`src/hdl/msl_pkg.sv`:
```
// ----------------------------------------------------------------------------
// msl_pkg
// Shared widths, limits and structs of the mip subresource layout block.
// ----------------------------------------------------------------------------
package msl_pkg;

  localparam int unsigned DIM_W          = 15;
  localparam int unsigned LVL_W          = 4;
  localparam int unsigned KIND_W         = 3;
  localparam int unsigned ES_W           = 8;
  localparam int unsigned OFS_W          = 44;
  localparam int unsigned ROW_W          = 19;
  localparam int unsigned SLICE_W        = 33;
  localparam int unsigned ROWS_W         = 16;
  localparam int unsigned MUL_A_W        = 19;
  localparam int unsigned MUL_M_W        = 16;
  localparam int unsigned SIZE_W         = 47;

  localparam int unsigned MAX_DIM        = 16384;
  localparam int unsigned MAX_MIP_LEVELS = 15;

  // serial schedule: slice bit j leaves multiplier 1 at count j+1,
  // size bit j leaves multiplier 2 at count j+2
  localparam int unsigned CAP_FIRST      = 1;
  localparam int unsigned ACC_FIRST      = 2;
  localparam int unsigned CNT_LAST       = ACC_FIRST + SIZE_W - 1;
  localparam int unsigned CNT_W          = $clog2(CNT_LAST + 1);

  typedef enum logic [KIND_W-1:0] {
    KIND_PLAIN  = 3'd0,
    KIND_BLOCK  = 3'd1,
    KIND_PAIR   = 3'd2,
    KIND_PLANAR = 3'd3,
    KIND_NV11   = 3'd4,
    KIND_RSVD5  = 3'd5,
    KIND_RSVD6  = 3'd6,
    KIND_RSVD7  = 3'd7
  } msl_kind_e;

  typedef struct packed {
    logic [ROW_W-1:0]   row;
    logic [ROWS_W-1:0]  rows;
    logic [MUL_A_W-1:0] mul_a;
    logic [MUL_M_W-1:0] mul_m;
    logic [DIM_W-1:0]   depth;
  } msl_prep_t;

  typedef struct packed {
    logic accept;
    logic restart;
    logic step;
    logic lo;
    logic fin;
  } msl_acc_ctl_t;

endpackage

```
`src/hdl/msl_if.sv`:
```
// ----------------------------------------------------------------------------
// msl_if
// Valid/ready channels for subresource items and layout results.
// ----------------------------------------------------------------------------
interface msl_in_if;
  logic                           valid;
  logic                           ready;
  logic                           restart;
  logic [msl_pkg::DIM_W-1:0]      base_width;
  logic [msl_pkg::DIM_W-1:0]      base_height;
  logic [msl_pkg::DIM_W-1:0]      base_depth;
  logic [msl_pkg::KIND_W-1:0]     format_kind;
  logic [msl_pkg::ES_W-1:0]       element_size;
  logic [msl_pkg::LVL_W-1:0]      mip_level;
  logic [msl_pkg::OFS_W-1:0]      buffer_bytes;

  modport source (
    output valid, restart, base_width, base_height, base_depth,
           format_kind, element_size, mip_level, buffer_bytes,
    input  ready
  );
  modport sink (
    input  valid, restart, base_width, base_height, base_depth,
           format_kind, element_size, mip_level, buffer_bytes,
    output ready
  );
endinterface

interface msl_out_if;
  logic                           valid;
  logic                           ready;
  logic [msl_pkg::OFS_W-1:0]      byte_offset;
  logic [msl_pkg::ROW_W-1:0]      row_bytes;
  logic [msl_pkg::SLICE_W-1:0]    slice_bytes;
  logic [msl_pkg::ROWS_W-1:0]     num_rows;
  logic                           overrun;

  modport source (
    output valid, byte_offset, row_bytes, slice_bytes, num_rows, overrun,
    input  ready
  );
  modport sink (
    input  valid, byte_offset, row_bytes, slice_bytes, num_rows, overrun,
    output ready
  );
endinterface

```
`src/hdl/msl_prep.sv`:
```
// ----------------------------------------------------------------------------
// msl_prep
// Level dimensions, row pitch, row count and multiplier operands per kind.
// ----------------------------------------------------------------------------
module msl_prep (
  input  logic [msl_pkg::DIM_W-1:0]  base_width_i,
  input  logic [msl_pkg::DIM_W-1:0]  base_height_i,
  input  logic [msl_pkg::DIM_W-1:0]  base_depth_i,
  input  logic [msl_pkg::KIND_W-1:0] format_kind_i,
  input  logic [msl_pkg::ES_W-1:0]   element_size_i,
  input  logic [msl_pkg::LVL_W-1:0]  mip_level_i,
  output msl_pkg::msl_prep_t         prep_o
);

  localparam int unsigned DW = msl_pkg::DIM_W;
  localparam int unsigned LW = msl_pkg::LVL_W;
  localparam int unsigned EW = msl_pkg::ES_W;
  localparam int unsigned PW = DW + EW - 1;

  localparam logic [LW-1:0] LVL_MAX = LW'(msl_pkg::MAX_MIP_LEVELS - 1);
  localparam logic [EW-1:0] BPP_MAX = EW'(128);

  function automatic logic [DW-1:0] level_size(logic [DW-1:0] base, logic [LW-1:0] lvl);
    logic [DW-1:0] v;
    v = (base > DW'(msl_pkg::MAX_DIM)) ? DW'(msl_pkg::MAX_DIM) : base;
    v = v >> lvl;
    if (v == '0) begin
      v = DW'(1);
    end
    return v;
  endfunction

  logic [LW-1:0] lvl;
  logic [DW-1:0] w, h, d;
  logic [DW-1:0] w_p1, w_p3, h_p1, h_p3;
  logic [DW-2:0] w_half, h_half;
  logic [DW-3:0] w_quad, h_quad;
  logic [EW-1:0] bpp;
  logic [PW-1:0] plain_prod, plain_sum;

  assign lvl = (mip_level_i > LVL_MAX) ? LVL_MAX : mip_level_i;
  assign w   = level_size(base_width_i, lvl);
  assign h   = level_size(base_height_i, lvl);
  assign d   = level_size(base_depth_i, lvl);

  // level sizes stay at or below MAX_DIM, so these sums cannot wrap
  assign w_p1   = w + DW'(1);
  assign w_p3   = w + DW'(3);
  assign h_p1   = h + DW'(1);
  assign h_p3   = h + DW'(3);
  assign w_half = w_p1[DW-1:1];
  assign h_half = h_p1[DW-1:1];
  assign w_quad = w_p3[DW-1:2];
  assign h_quad = h_p3[DW-1:2];

  assign bpp        = (element_size_i > BPP_MAX) ? BPP_MAX : element_size_i;
  assign plain_prod = PW'(w) * PW'(bpp);
  assign plain_sum  = plain_prod + PW'(7);

  always_comb begin
    prep_o.depth = d;
    unique case (format_kind_i)
      msl_pkg::KIND_BLOCK: begin
        if (element_size_i > EW'(8)) begin
          prep_o.row = msl_pkg::ROW_W'({w_quad, 4'b0000});
        end else begin
          prep_o.row = msl_pkg::ROW_W'({w_quad, 3'b000});
        end
        prep_o.rows  = msl_pkg::ROWS_W'(h_quad);
        prep_o.mul_a = msl_pkg::MUL_A_W'(prep_o.row);
        prep_o.mul_m = msl_pkg::MUL_M_W'(h_quad);
      end
      msl_pkg::KIND_PAIR: begin
        if (element_size_i > EW'(4)) begin
          prep_o.row = msl_pkg::ROW_W'({w_half, 3'b000});
        end else begin
          prep_o.row = msl_pkg::ROW_W'({w_half, 2'b00});
        end
        prep_o.rows  = msl_pkg::ROWS_W'(h);
        prep_o.mul_a = msl_pkg::MUL_A_W'(prep_o.row);
        prep_o.mul_m = msl_pkg::MUL_M_W'(h);
      end
      msl_pkg::KIND_PLANAR: begin
        // row is always even: slice = (row/2) * 3h
        if (element_size_i > EW'(2)) begin
          prep_o.mul_a = msl_pkg::MUL_A_W'({w_half, 1'b0});
        end else begin
          prep_o.mul_a = msl_pkg::MUL_A_W'(w_half);
        end
        prep_o.row   = msl_pkg::ROW_W'({prep_o.mul_a, 1'b0});
        prep_o.rows  = msl_pkg::ROWS_W'(h) + msl_pkg::ROWS_W'(h_half);
        prep_o.mul_m = msl_pkg::MUL_M_W'(h) + msl_pkg::MUL_M_W'({h, 1'b0});
      end
      msl_pkg::KIND_NV11: begin
        prep_o.row   = msl_pkg::ROW_W'({w_quad, 2'b00});
        prep_o.rows  = msl_pkg::ROWS_W'({h, 1'b0});
        prep_o.mul_a = msl_pkg::MUL_A_W'(prep_o.row);
        prep_o.mul_m = msl_pkg::MUL_M_W'({h, 1'b0});
      end
      default: begin
        prep_o.row   = plain_sum[PW-1:3];
        prep_o.rows  = msl_pkg::ROWS_W'(h);
        prep_o.mul_a = msl_pkg::MUL_A_W'(prep_o.row);
        prep_o.mul_m = msl_pkg::MUL_M_W'(h);
      end
    endcase
  end

endmodule

```
`src/hdl/msl_ser_mul.sv`:
```
// ----------------------------------------------------------------------------
// msl_ser_mul
// Serial-parallel multiplier: multiplicand enters LSB first, one bit per
// cycle while en_i is high, against a parallel operand; product leaves LSB first, registered.
// ----------------------------------------------------------------------------
module msl_ser_mul (
  input  logic                        clk_i,
  input  logic                        rst_ni,
  input  logic                        clr_i,
  input  logic                        en_i,
  input  logic [msl_pkg::MUL_M_W-1:0] op_i,
  input  logic                        bit_i,
  output logic                        bit_o
);

  localparam int unsigned MW = msl_pkg::MUL_M_W;

  logic [MW-1:0] acc_q;
  logic          out_q;
  logic [MW:0]   sum;

  assign sum   = {1'b0, acc_q} + ({1'b0, op_i} & {(MW + 1){bit_i}});
  assign bit_o = out_q;

  always_ff @(posedge clk_i or negedge rst_ni) begin
    if (!rst_ni) begin
      acc_q <= '0;
      out_q <= 1'b0;
    end else if (clr_i) begin
      acc_q <= '0;
      out_q <= 1'b0;
    end else if (en_i) begin
      acc_q <= sum[MW:1];
      out_q <= sum[0];
    end
  end

endmodule

```
`src/hdl/msl_ser_acc.sv`:
```
// ----------------------------------------------------------------------------
// msl_ser_acc
// Running offset and sticky overrun: bit-serial offset add, buffer compare
// and saturation, one bit of the subresource size per step.
// ----------------------------------------------------------------------------
module msl_ser_acc (
  input  logic                      clk_i,
  input  logic                      rst_ni,
  input  msl_pkg::msl_acc_ctl_t     ctl_i,
  input  logic [msl_pkg::OFS_W-1:0] buf_i,
  input  logic                      size_bit_i,
  output logic [msl_pkg::OFS_W-1:0] ofs_o,
  output logic                      ovr_o
);

  localparam int unsigned OW = msl_pkg::OFS_W;

  logic [OW-1:0] ofs_q;
  logic [OW-1:0] buf_q;
  logic          ovr_q;
  logic          carry_q, gt_q, hi_q;
  logic          a_bit, b_bit, e_bit;
  logic          carry_d, gt_d, hi_d;

  assign a_bit   = ctl_i.lo & ofs_q[0];
  assign b_bit   = buf_q[0];
  assign e_bit   = size_bit_i ^ a_bit ^ carry_q;
  assign carry_d = (size_bit_i & a_bit) | (size_bit_i & carry_q) | (a_bit & carry_q);
  assign gt_d    = (e_bit & ~b_bit) | (~(e_bit ^ b_bit) & gt_q);
  assign hi_d    = hi_q | (~ctl_i.lo & e_bit);

  assign ofs_o = ofs_q;
  assign ovr_o = ovr_q;

  always_ff @(posedge clk_i or negedge rst_ni) begin
    if (!rst_ni) begin
      ofs_q <= '0;
      ovr_q <= 1'b0;
    end else if (ctl_i.accept) begin
      if (ctl_i.restart) begin
        ofs_q <= '0;
        ovr_q <= 1'b0;
      end
    end else if (ctl_i.step) begin
      if (ctl_i.lo) begin
        ofs_q <= {e_bit, ofs_q[OW-1:1]};
      end
      if (ctl_i.fin) begin
        ovr_q <= ovr_q | gt_d;
        if (hi_d) begin
          ofs_q <= '1;
        end
      end
    end
  end

  always_ff @(posedge clk_i) begin
    if (ctl_i.accept) begin
      buf_q   <= buf_i;
      carry_q <= 1'b0;
      gt_q    <= 1'b0;
      hi_q    <= 1'b0;
    end else if (ctl_i.step) begin
      buf_q   <= {1'b0, buf_q[OW-1:1]};
      carry_q <= carry_d;
      gt_q    <= gt_d;
      hi_q    <= hi_d;
    end
  end

endmodule

```
`src/hdl/mip_subresource_layout.sv`:
```
// ----------------------------------------------------------------------------
// mip_subresource_layout
// Mip-chain subresource layout: level sizes, row pitch, slice size, running
// byte offset and sticky overrun for one subresource per item.
// One item is in work at a time: a new item is accepted only in the idle
// state, after the bit-serial size chain (47-bit size stream through two
// serial multipliers and the offset adder) has finished the last one.
// A waiting result does not block the next item until that item finishes.
// Reset: asynchronous, clears running offset, overrun flag and control.
// ----------------------------------------------------------------------------
module mip_subresource_layout (
  input  logic         clk_i,
  input  logic         rst_ni,
  msl_in_if.sink       in_i,
  msl_out_if.source    out_o
);

  localparam int unsigned CW = msl_pkg::CNT_W;

  localparam logic [CW-1:0] CAP_FIRST = CW'(msl_pkg::CAP_FIRST);
  localparam logic [CW-1:0] CAP_LAST  = CW'(msl_pkg::CAP_FIRST + msl_pkg::SLICE_W - 1);
  localparam logic [CW-1:0] ACC_FIRST = CW'(msl_pkg::ACC_FIRST);
  localparam logic [CW-1:0] ACC_LO    = CW'(msl_pkg::ACC_FIRST + msl_pkg::OFS_W);
  localparam logic [CW-1:0] CNT_LAST  = CW'(msl_pkg::CNT_LAST);

  typedef enum logic [1:0] {
    ST_IDLE,
    ST_PREP,
    ST_RUN,
    ST_DONE
  } state_e;

  state_e                            state_q;
  logic [CW-1:0]                     cnt_q;
  logic                              out_valid_q;
  logic [msl_pkg::OFS_W-1:0]         byte_offset_q;
  logic [msl_pkg::ROW_W-1:0]         row_bytes_q;
  logic [msl_pkg::SLICE_W-1:0]       slice_bytes_q;
  logic [msl_pkg::ROWS_W-1:0]        num_rows_q;
  logic                              overrun_q;

  logic [msl_pkg::DIM_W-1:0]         base_w_q, base_h_q, base_d_q;
  logic [msl_pkg::KIND_W-1:0]        kind_q;
  logic [msl_pkg::ES_W-1:0]          es_q;
  logic [msl_pkg::LVL_W-1:0]         lvl_q;
  logic [msl_pkg::ROW_W-1:0]         row_q;
  logic [msl_pkg::ROWS_W-1:0]        rows_q;
  logic [msl_pkg::MUL_M_W-1:0]       mul_m_q;
  logic [msl_pkg::DIM_W-1:0]         depth_q;
  logic [msl_pkg::MUL_A_W-1:0]       a_sh_q;
  logic [msl_pkg::SLICE_W-1:0]       slice_q;
  logic [msl_pkg::OFS_W-1:0]         start_q;

  msl_pkg::msl_prep_t                prep;
  msl_pkg::msl_acc_ctl_t             acc_ctl;
  logic                              in_acc, out_free, run, slice_cap;
  logic                              mul1_bit, mul2_bit;
  logic [msl_pkg::OFS_W-1:0]         acc_ofs;
  logic                              acc_ovr;

  assign in_i.ready = (state_q == ST_IDLE);
  assign in_acc     = in_i.valid & in_i.ready;
  assign out_free   = ~out_valid_q | out_o.ready;
  assign run        = (state_q == ST_RUN);
  assign slice_cap  = run & (cnt_q >= CAP_FIRST) & (cnt_q <= CAP_LAST);

  assign acc_ctl.accept  = in_acc;
  assign acc_ctl.restart = in_i.restart;
  assign acc_ctl.step    = run & (cnt_q >= ACC_FIRST);
  assign acc_ctl.lo      = (cnt_q < ACC_LO);
  assign acc_ctl.fin     = run & (cnt_q == CNT_LAST);

  msl_prep u_prep (
    .base_width_i   (base_w_q),
    .base_height_i  (base_h_q),
    .base_depth_i   (base_d_q),
    .format_kind_i  (kind_q),
    .element_size_i (es_q),
    .mip_level_i    (lvl_q),
    .prep_o         (prep)
  );

  msl_ser_mul u_mul_slice (
    .clk_i  (clk_i),
    .rst_ni (rst_ni),
    .clr_i  (state_q == ST_PREP),
    .en_i   (run),
    .op_i   (mul_m_q),
    .bit_i  (a_sh_q[0]),
    .bit_o  (mul1_bit)
  );

  msl_ser_mul u_mul_size (
    .clk_i  (clk_i),
    .rst_ni (rst_ni),
    .clr_i  (state_q == ST_PREP),
    .en_i   (run),
    .op_i   (msl_pkg::MUL_M_W'(depth_q)),
    .bit_i  (mul1_bit),
    .bit_o  (mul2_bit)
  );

  msl_ser_acc u_acc (
    .clk_i      (clk_i),
    .rst_ni     (rst_ni),
    .ctl_i      (acc_ctl),
    .buf_i      (in_i.buffer_bytes),
    .size_bit_i (mul2_bit),
    .ofs_o      (acc_ofs),
    .ovr_o      (acc_ovr)
  );

  always_ff @(posedge clk_i or negedge rst_ni) begin
    if (!rst_ni) begin
      state_q       <= ST_IDLE;
      cnt_q         <= '0;
      out_valid_q   <= 1'b0;
      byte_offset_q <= '0;
      row_bytes_q   <= '0;
      slice_bytes_q <= '0;
      num_rows_q    <= '0;
      overrun_q     <= 1'b0;
    end else begin
      if (out_o.ready && !((state_q == ST_DONE) && out_free)) begin
        out_valid_q <= 1'b0;
      end
      unique case (state_q)
        ST_IDLE: begin
          if (in_acc) begin
            state_q <= ST_PREP;
          end
        end
        ST_PREP: begin
          cnt_q   <= '0;
          state_q <= ST_RUN;
        end
        ST_RUN: begin
          cnt_q <= cnt_q + CW'(1);
          if (cnt_q == CNT_LAST) begin
            state_q <= ST_DONE;
          end
        end
        ST_DONE: begin
          if (out_free) begin
            out_valid_q   <= 1'b1;
            byte_offset_q <= start_q;
            row_bytes_q   <= row_q;
            slice_bytes_q <= slice_q;
            num_rows_q    <= rows_q;
            overrun_q     <= acc_ovr;
            state_q       <= ST_IDLE;
          end
        end
      endcase
    end
  end

  always_ff @(posedge clk_i) begin
    if (in_acc) begin
      base_w_q <= in_i.base_width;
      base_h_q <= in_i.base_height;
      base_d_q <= in_i.base_depth;
      kind_q   <= in_i.format_kind;
      es_q     <= in_i.element_size;
      lvl_q    <= in_i.mip_level;
    end
    if (state_q == ST_PREP) begin
      row_q   <= prep.row;
      rows_q  <= prep.rows;
      mul_m_q <= prep.mul_m;
      depth_q <= prep.depth;
      a_sh_q  <= prep.mul_a;
      start_q <= acc_ofs;
    end
    if (run) begin
      a_sh_q <= {1'b0, a_sh_q[msl_pkg::MUL_A_W-1:1]};
    end
    if (slice_cap) begin
      slice_q <= {mul1_bit, slice_q[msl_pkg::SLICE_W-1:1]};
    end
  end

  assign out_o.valid       = out_valid_q;
  assign out_o.byte_offset = byte_offset_q;
  assign out_o.row_bytes   = row_bytes_q;
  assign out_o.slice_bytes = slice_bytes_q;
  assign out_o.num_rows    = num_rows_q;
  assign out_o.overrun     = overrun_q;

endmodule

```
`src/flat_wrapper.sv`:
```
// flat-port wrapper written by rule: the top's interface ports become plain ports
module mip_subresource_layout_flat 
  (clk_i, rst_ni, in_i_valid, in_i_restart, in_i_base_width, in_i_base_height, in_i_base_depth, in_i_format_kind, in_i_element_size, in_i_mip_level, in_i_buffer_bytes, in_i_ready, out_o_valid, out_o_byte_offset, out_o_row_bytes, out_o_slice_bytes, out_o_num_rows, out_o_overrun, out_o_ready);
  msl_in_if in_i_i ();
  msl_out_if out_o_i ();
  input  logic clk_i;
  input  logic rst_ni;
  input wire logic [$bits(in_i_i.valid)-1:0] in_i_valid;
  input wire logic [$bits(in_i_i.restart)-1:0] in_i_restart;
  input wire logic [$bits(in_i_i.base_width)-1:0] in_i_base_width;
  input wire logic [$bits(in_i_i.base_height)-1:0] in_i_base_height;
  input wire logic [$bits(in_i_i.base_depth)-1:0] in_i_base_depth;
  input wire logic [$bits(in_i_i.format_kind)-1:0] in_i_format_kind;
  input wire logic [$bits(in_i_i.element_size)-1:0] in_i_element_size;
  input wire logic [$bits(in_i_i.mip_level)-1:0] in_i_mip_level;
  input wire logic [$bits(in_i_i.buffer_bytes)-1:0] in_i_buffer_bytes;
  output wire logic [$bits(in_i_i.ready)-1:0] in_i_ready;
  output wire logic [$bits(out_o_i.valid)-1:0] out_o_valid;
  output wire logic [$bits(out_o_i.byte_offset)-1:0] out_o_byte_offset;
  output wire logic [$bits(out_o_i.row_bytes)-1:0] out_o_row_bytes;
  output wire logic [$bits(out_o_i.slice_bytes)-1:0] out_o_slice_bytes;
  output wire logic [$bits(out_o_i.num_rows)-1:0] out_o_num_rows;
  output wire logic [$bits(out_o_i.overrun)-1:0] out_o_overrun;
  input wire logic [$bits(out_o_i.ready)-1:0] out_o_ready;
  assign in_i_i.valid = in_i_valid;
  assign in_i_i.restart = in_i_restart;
  assign in_i_i.base_width = in_i_base_width;
  assign in_i_i.base_height = in_i_base_height;
  assign in_i_i.base_depth = in_i_base_depth;
  assign in_i_i.format_kind = in_i_format_kind;
  assign in_i_i.element_size = in_i_element_size;
  assign in_i_i.mip_level = in_i_mip_level;
  assign in_i_i.buffer_bytes = in_i_buffer_bytes;
  assign in_i_ready = in_i_i.ready;
  assign out_o_valid = out_o_i.valid;
  assign out_o_byte_offset = out_o_i.byte_offset;
  assign out_o_row_bytes = out_o_i.row_bytes;
  assign out_o_slice_bytes = out_o_i.slice_bytes;
  assign out_o_num_rows = out_o_i.num_rows;
  assign out_o_overrun = out_o_i.overrun;
  assign out_o_i.ready = out_o_ready;
  mip_subresource_layout u_core (.clk_i(clk_i), .rst_ni(rst_ni), .in_i(in_i_i), .out_o(out_o_i));
endmodule
```
`config.mk`:
```
export PLATFORM = sky130hd
export DESIGN_NAME = mip_subresource_layout_flat
export DESIGN_NICKNAME = d
export VERILOG_FILES = /design/src/hdl/msl_pkg.sv /design/src/hdl/msl_if.sv /design/src/hdl/msl_prep.sv /design/src/hdl/msl_ser_mul.sv /design/src/hdl/msl_ser_acc.sv /design/src/hdl/mip_subresource_layout.sv /design/src/flat_wrapper.sv
export SDC_FILE = /design/constraint.sdc
export NUM_CORES = 1
export LEC_CHECK = 0
export BUFFER_PORTS_ARGS = -buffer_cell sky130_fd_sc_hd__buf_2
export CAP_MARGIN = 40
export CORE_UTILIZATION = 50
export CTS_CLUSTER_DIAMETER = 150
export CTS_CLUSTER_SIZE = 12
export DETAILED_ROUTE_END_ITERATION = 6
export PLACE_DENSITY = 0.74
export SLEW_MARGIN = 20
export SYNTH_ARGS = -nofsm -noshare
export SYNTH_HDL_FRONTEND = slang
export SYNTH_HIERARCHICAL = 1
export SYNTH_SLANG_ARGS = --single-unit
```
`constraint.sdc`:
```
create_clock -name clk_i -period 20.6 [get_ports clk_i]
set_clock_uncertainty 0.1 [all_clocks]
set_input_delay 0 -clock clk_i [delete_from_list [all_inputs] [get_ports clk_i]]
set_output_delay 0 -clock clk_i [all_outputs]
set_load 0.02 [all_outputs]
```
==> results.toml <==
[yosys]
synth_compound_gate_area_share_pct = 14.5
synth-main-ff-cell = "sky130_fd_sc_hd__edfxtp_1"
synth_area_leaders = "sky130_fd_sc_hd__edfxtp_1 (27%), sky130_fd_sc_hd__dfrtp_1 (17%), sky130_fd_sc_hd__fa_1 (5.5%)"
yosysTopAreaCellShare_pct = 26.8
yosys_warnings = 6
synth.yosys.seq_area_share_pct = 44.0
synth_enable_flop_cells = 265
syn_nets = 3039
synth-simple-area-share_pct = 13.5
combinational_family_with_the_most_area_after_synthesis = "compound AO/OA/AOI/OAI gates"
cell_accounting_for_the_most_synthesized_area = "sky130_fd_sc_hd__edfxtp_1"
post_synth.cell_area_avg_sq_um = 10.9
syn_area_sq_um = 29700
postSynthCellCount = 2735
ys_async_sr_fraction_pct = 42.8
postSynthRegisterBits = 470
synth.distinct_cells = 103
synth_fa_ha_area_share_pct = 10.3
synth.area.mux_share_pct = 10.5
post_synth_xor_area_fraction_pct = 2.56

[floorplanning]
core_footprint_sq_um = 58900
num_io_pins = 224
placementRows = 89
floorplan.die.height_microns = 246
design.die.area_sq_um = 60400
die_w_microns = 246
start_util_pct = 50.5

[route]
firstDrtPassIters = 6
wl_mm = 84.5
wire_per_inst_microns = 22.1
final_antenna_net_count = 0
vias_per_cell = 6.08
drt_drc_violations_left = 0
initial_drc_count = 2100
vias = 23264

[global_route]
antenna_found_initial = 0
vias_in_the_first_global_route = 22902
grt.met2_usage_pct = 45.5
maximum_number_of_pins_on_one_net_before_global_route_repair = 87
grt_first_pass_wirelength_mm = 132
grt.busiest_layer = "met2"
grt_overflow = 0
gr-usage-all-layers_pct = 27.8
global_route.usage.met3_pct = 3.27
met1_track_demand_over_resource_pct = 38.2

[timing]
final_max_slew_viol_count = 0
fin_tns_setup_ns = 0
fmax_mhz = 105
setup_viol = 0
min_period_ns = 9.54
max_slew_headroom_pct = 40.1
worst_slew_pin_slew_ns = 0.898
final_min_period_over_clock_period_pct = 46.3
hold_viol = 0
grt_setup_unrepaired = "no"

[outcome]
status = "finished clean"

[placement]
placedInstanceArea_sq_um = 31500
place.gp.congestion = 0.956
place.detailed.hpwl_mm = 59.1
placed_cells = 3617
placement.io_buffers = 223

[clock_network]
path_clk_slew_ns = 0.07
total_clock_buffers_created_by_cts = 45
cts.root.buffer_cell = "sky130_fd_sc_hd__clkbuf_16"
clock_sinks = 470
cts_buffer_depth = 3
clock_network_latency_to_the_later_pin_of_the_worst_skew_pair_ns = 0.62
tritoncts = "done"
post_cts_resized = 0
cts_htree_levels = 2

[hold_path]
worstHoldEndpoint = "u_core/es_q[0]"
timing.hold.worst_path_depth = 2
origin_of_the_worst_min_delay_path = "in_i_element_size[0]"
hold_class = "in2reg"

[power]
p_per_area_nw_per_um2 = 53.2
p_leak_uw = 0.0144
vdd_ir_drop_max_mv = 0.0745

[worst_setup_path]
worst_path_dominant_cell_family = "compound AO/OA/AOI/OAI gates"
reg2reg_slack_ns = 11.06
worst_setup_path_start_kind = "register"
rr_endpoint = "u_core/a_sh_q[13]"
cp.required_ns = 20.87
timing.rr.start = "u_core/lvl_q[1]"
path_max_fanout = 73
setup.worst_path.end_class = "register"
arrival_ns = 9.81
critical_path.n_buffers_inverters = 5
critical-path-slowest-cell = "sky130_fd_sc_hd__o22a_1"
cell_count_along_the_critical_path = 28
path_depth_of_the_worst_reg2reg_path = 28
crit_type = "reg2reg"
max_stage_delay_ns = 0.83

[cells_and_area]
drive_gt1_share_pct = 18.2
layout_commonest_cell = "sky130_fd_sc_hd__edfxtp_1"
antenna-diode-count = 0
final_cell_mix = "sky130_fd_sc_hd__edfxtp_1 (265), sky130_fd_sc_hd__buf_2 (223), sky130_fd_sc_hd__nor2_1 (217)"
nNetsFinal = 3321
layout_overhead_on_the_synthesized_area_pct = 14.9
finish.cell_count_without_fillers = 3827
layout.cell_area.non_filler_sq_um = 34200

[run]
max_cap_viol_count = 0
where the power goes:
group	switching, uW	internal, uW
logic	15.1	22.9
clock network	372	419
registers	0	988
total	387	1430
cells by family (layout without fill, tap and decap cells):
| group | Yosys count | in the layout |
|---|---|---|
| other | 1 | 1 |
| AND/OR/NAND/NOR | 806 | 806 |
| multiplexers | 260 | 260 |
| adder cells (fa/ha/maj) | 195 | 195 |
| buffers and inverters | 311 | 630 |
| XOR/XNOR | 87 | 87 |
| flip-flops | 470 | 470 |
| AO/OA/AOI/OAI | 605 | 605 |
sequential cells by signal (all words and copies together), names as in the netlist, 16 cells and up:
| register | count |
|---|---|
| u_core/a_sh_q | 19 |
| u_core/start_q | 44 |
| u_core/out_o.row_bytes | 19 |
| u_core/row_q | 19 |
| u_core/rows_q | 16 |
| u_core/out_o.slice_bytes | 33 |
| u_core/u_mul_slice/acc_q | 16 |
| u_core/mul_m_q | 16 |
| u_core/u_acc/ofs_o | 44 |
| u_core/u_acc/buf_q | 44 |
| u_core/out_o.num_rows | 16 |
| u_core/slice_q | 33 |
| u_core/u_mul_size/acc_q | 16 |
| u_core/out_o.byte_offset | 44 |
through the flow:
| stage | setup WS (ns) | hold slack (ns) | total power (uW) | util [%] |
|---|---|---|---|---|
| 6_report | 11.06 | 0.0284 | 1820 | 58.0 |
| 5_1_grt | 10.53 | 0.0196 | 1880 | 58.0 |
| 4_1_cts | 10.97 | 0.00294 | 1830 | 57.8 |
| 3_5_place_dp | 10.96 | -0.140 | 1030 | 53.5 |
| 3_3_place_gp | 11.14 | 0.0763 | 1030 | 53.1 |
| 2_1_floorplan | 12.93 | -0.396 | 1010 | - |
metal layers:
metal	up-vias	wire length, microns
li1	10602	-
met1	11520	36800
met2	990	39700
met3	152	5270
met4	0	2640
met5	-	0
area by class of cell:
class / instances / area (sq um)
clock inverter: 4 / 91.3
clock buffer: 80 / 1260
timing repair buffer: 389 / 2860
tap: 773 / 967
multi-input combinational: 1954 / 15300
fill: 4832 / 24700
inverter: 157 / 589
sequential: 470 / 13100
cell usage after synthesis, drive strengths merged (13+ instances only):
library cell  instances
a211oi               26
a21o                 26
a21oi               124
a221o                54
a221oi               16
a31oi                17
and2                 52
and3                 24
buf                  76
clkbuf               78
dfrtp               201
edfxtp              265
fa                   81
ha                  114
inv                 154
mux2                185
mux2i                72
nand2               195
nand2b               44
nand3                70
nand3b               13
nand4                16
nor2                219
nor2b                41
nor3                 48
nor4                 17
o211ai               26
o21a                 16
o21ai               104
o221ai               14
o22ai                32
or2                  13
or3                  15
xnor2                68
xor2                 19
worst reg2reg max path, delay by kind of cell, from the launching register on:
kind	cells	cell delay, ns
and+or+nand+nor	4	1.10
adders and majority gates	5	2.50
DFF	1	0.32
buffers and inverters	5	0.83
AOI/OAI and AO/OA	12	4.01
muxes	2	0.50
how the worst max path moves through the flow:
stage,slack (ns),start,endpoint
after global routing,10.53,u_core/lvl_q[1],u_core/a_sh_q[13]
after CTS,10.97,u_core/lvl_q[1],u_core/a_sh_q[13]
after detailed placement,10.96,u_core/lvl_q[1],u_core/a_sh_q[13]
final,11.06,u_core/lvl_q[1],u_core/a_sh_q[13]
after global placement,11.14,u_core/lvl_q[1],u_core/a_sh_q[13]
after floorplan,12.93,u_core/lvl_q[1],u_core/a_sh_q[13]
timing repair:
item	4_1_cts	5_1_grt
endpoints found under the setup margin	0	0
endpoints found under the hold margin	244	0
hold buffers	117	0
setup buffers	0	0
Note: power is estimated with default switching activity, not from simulation.
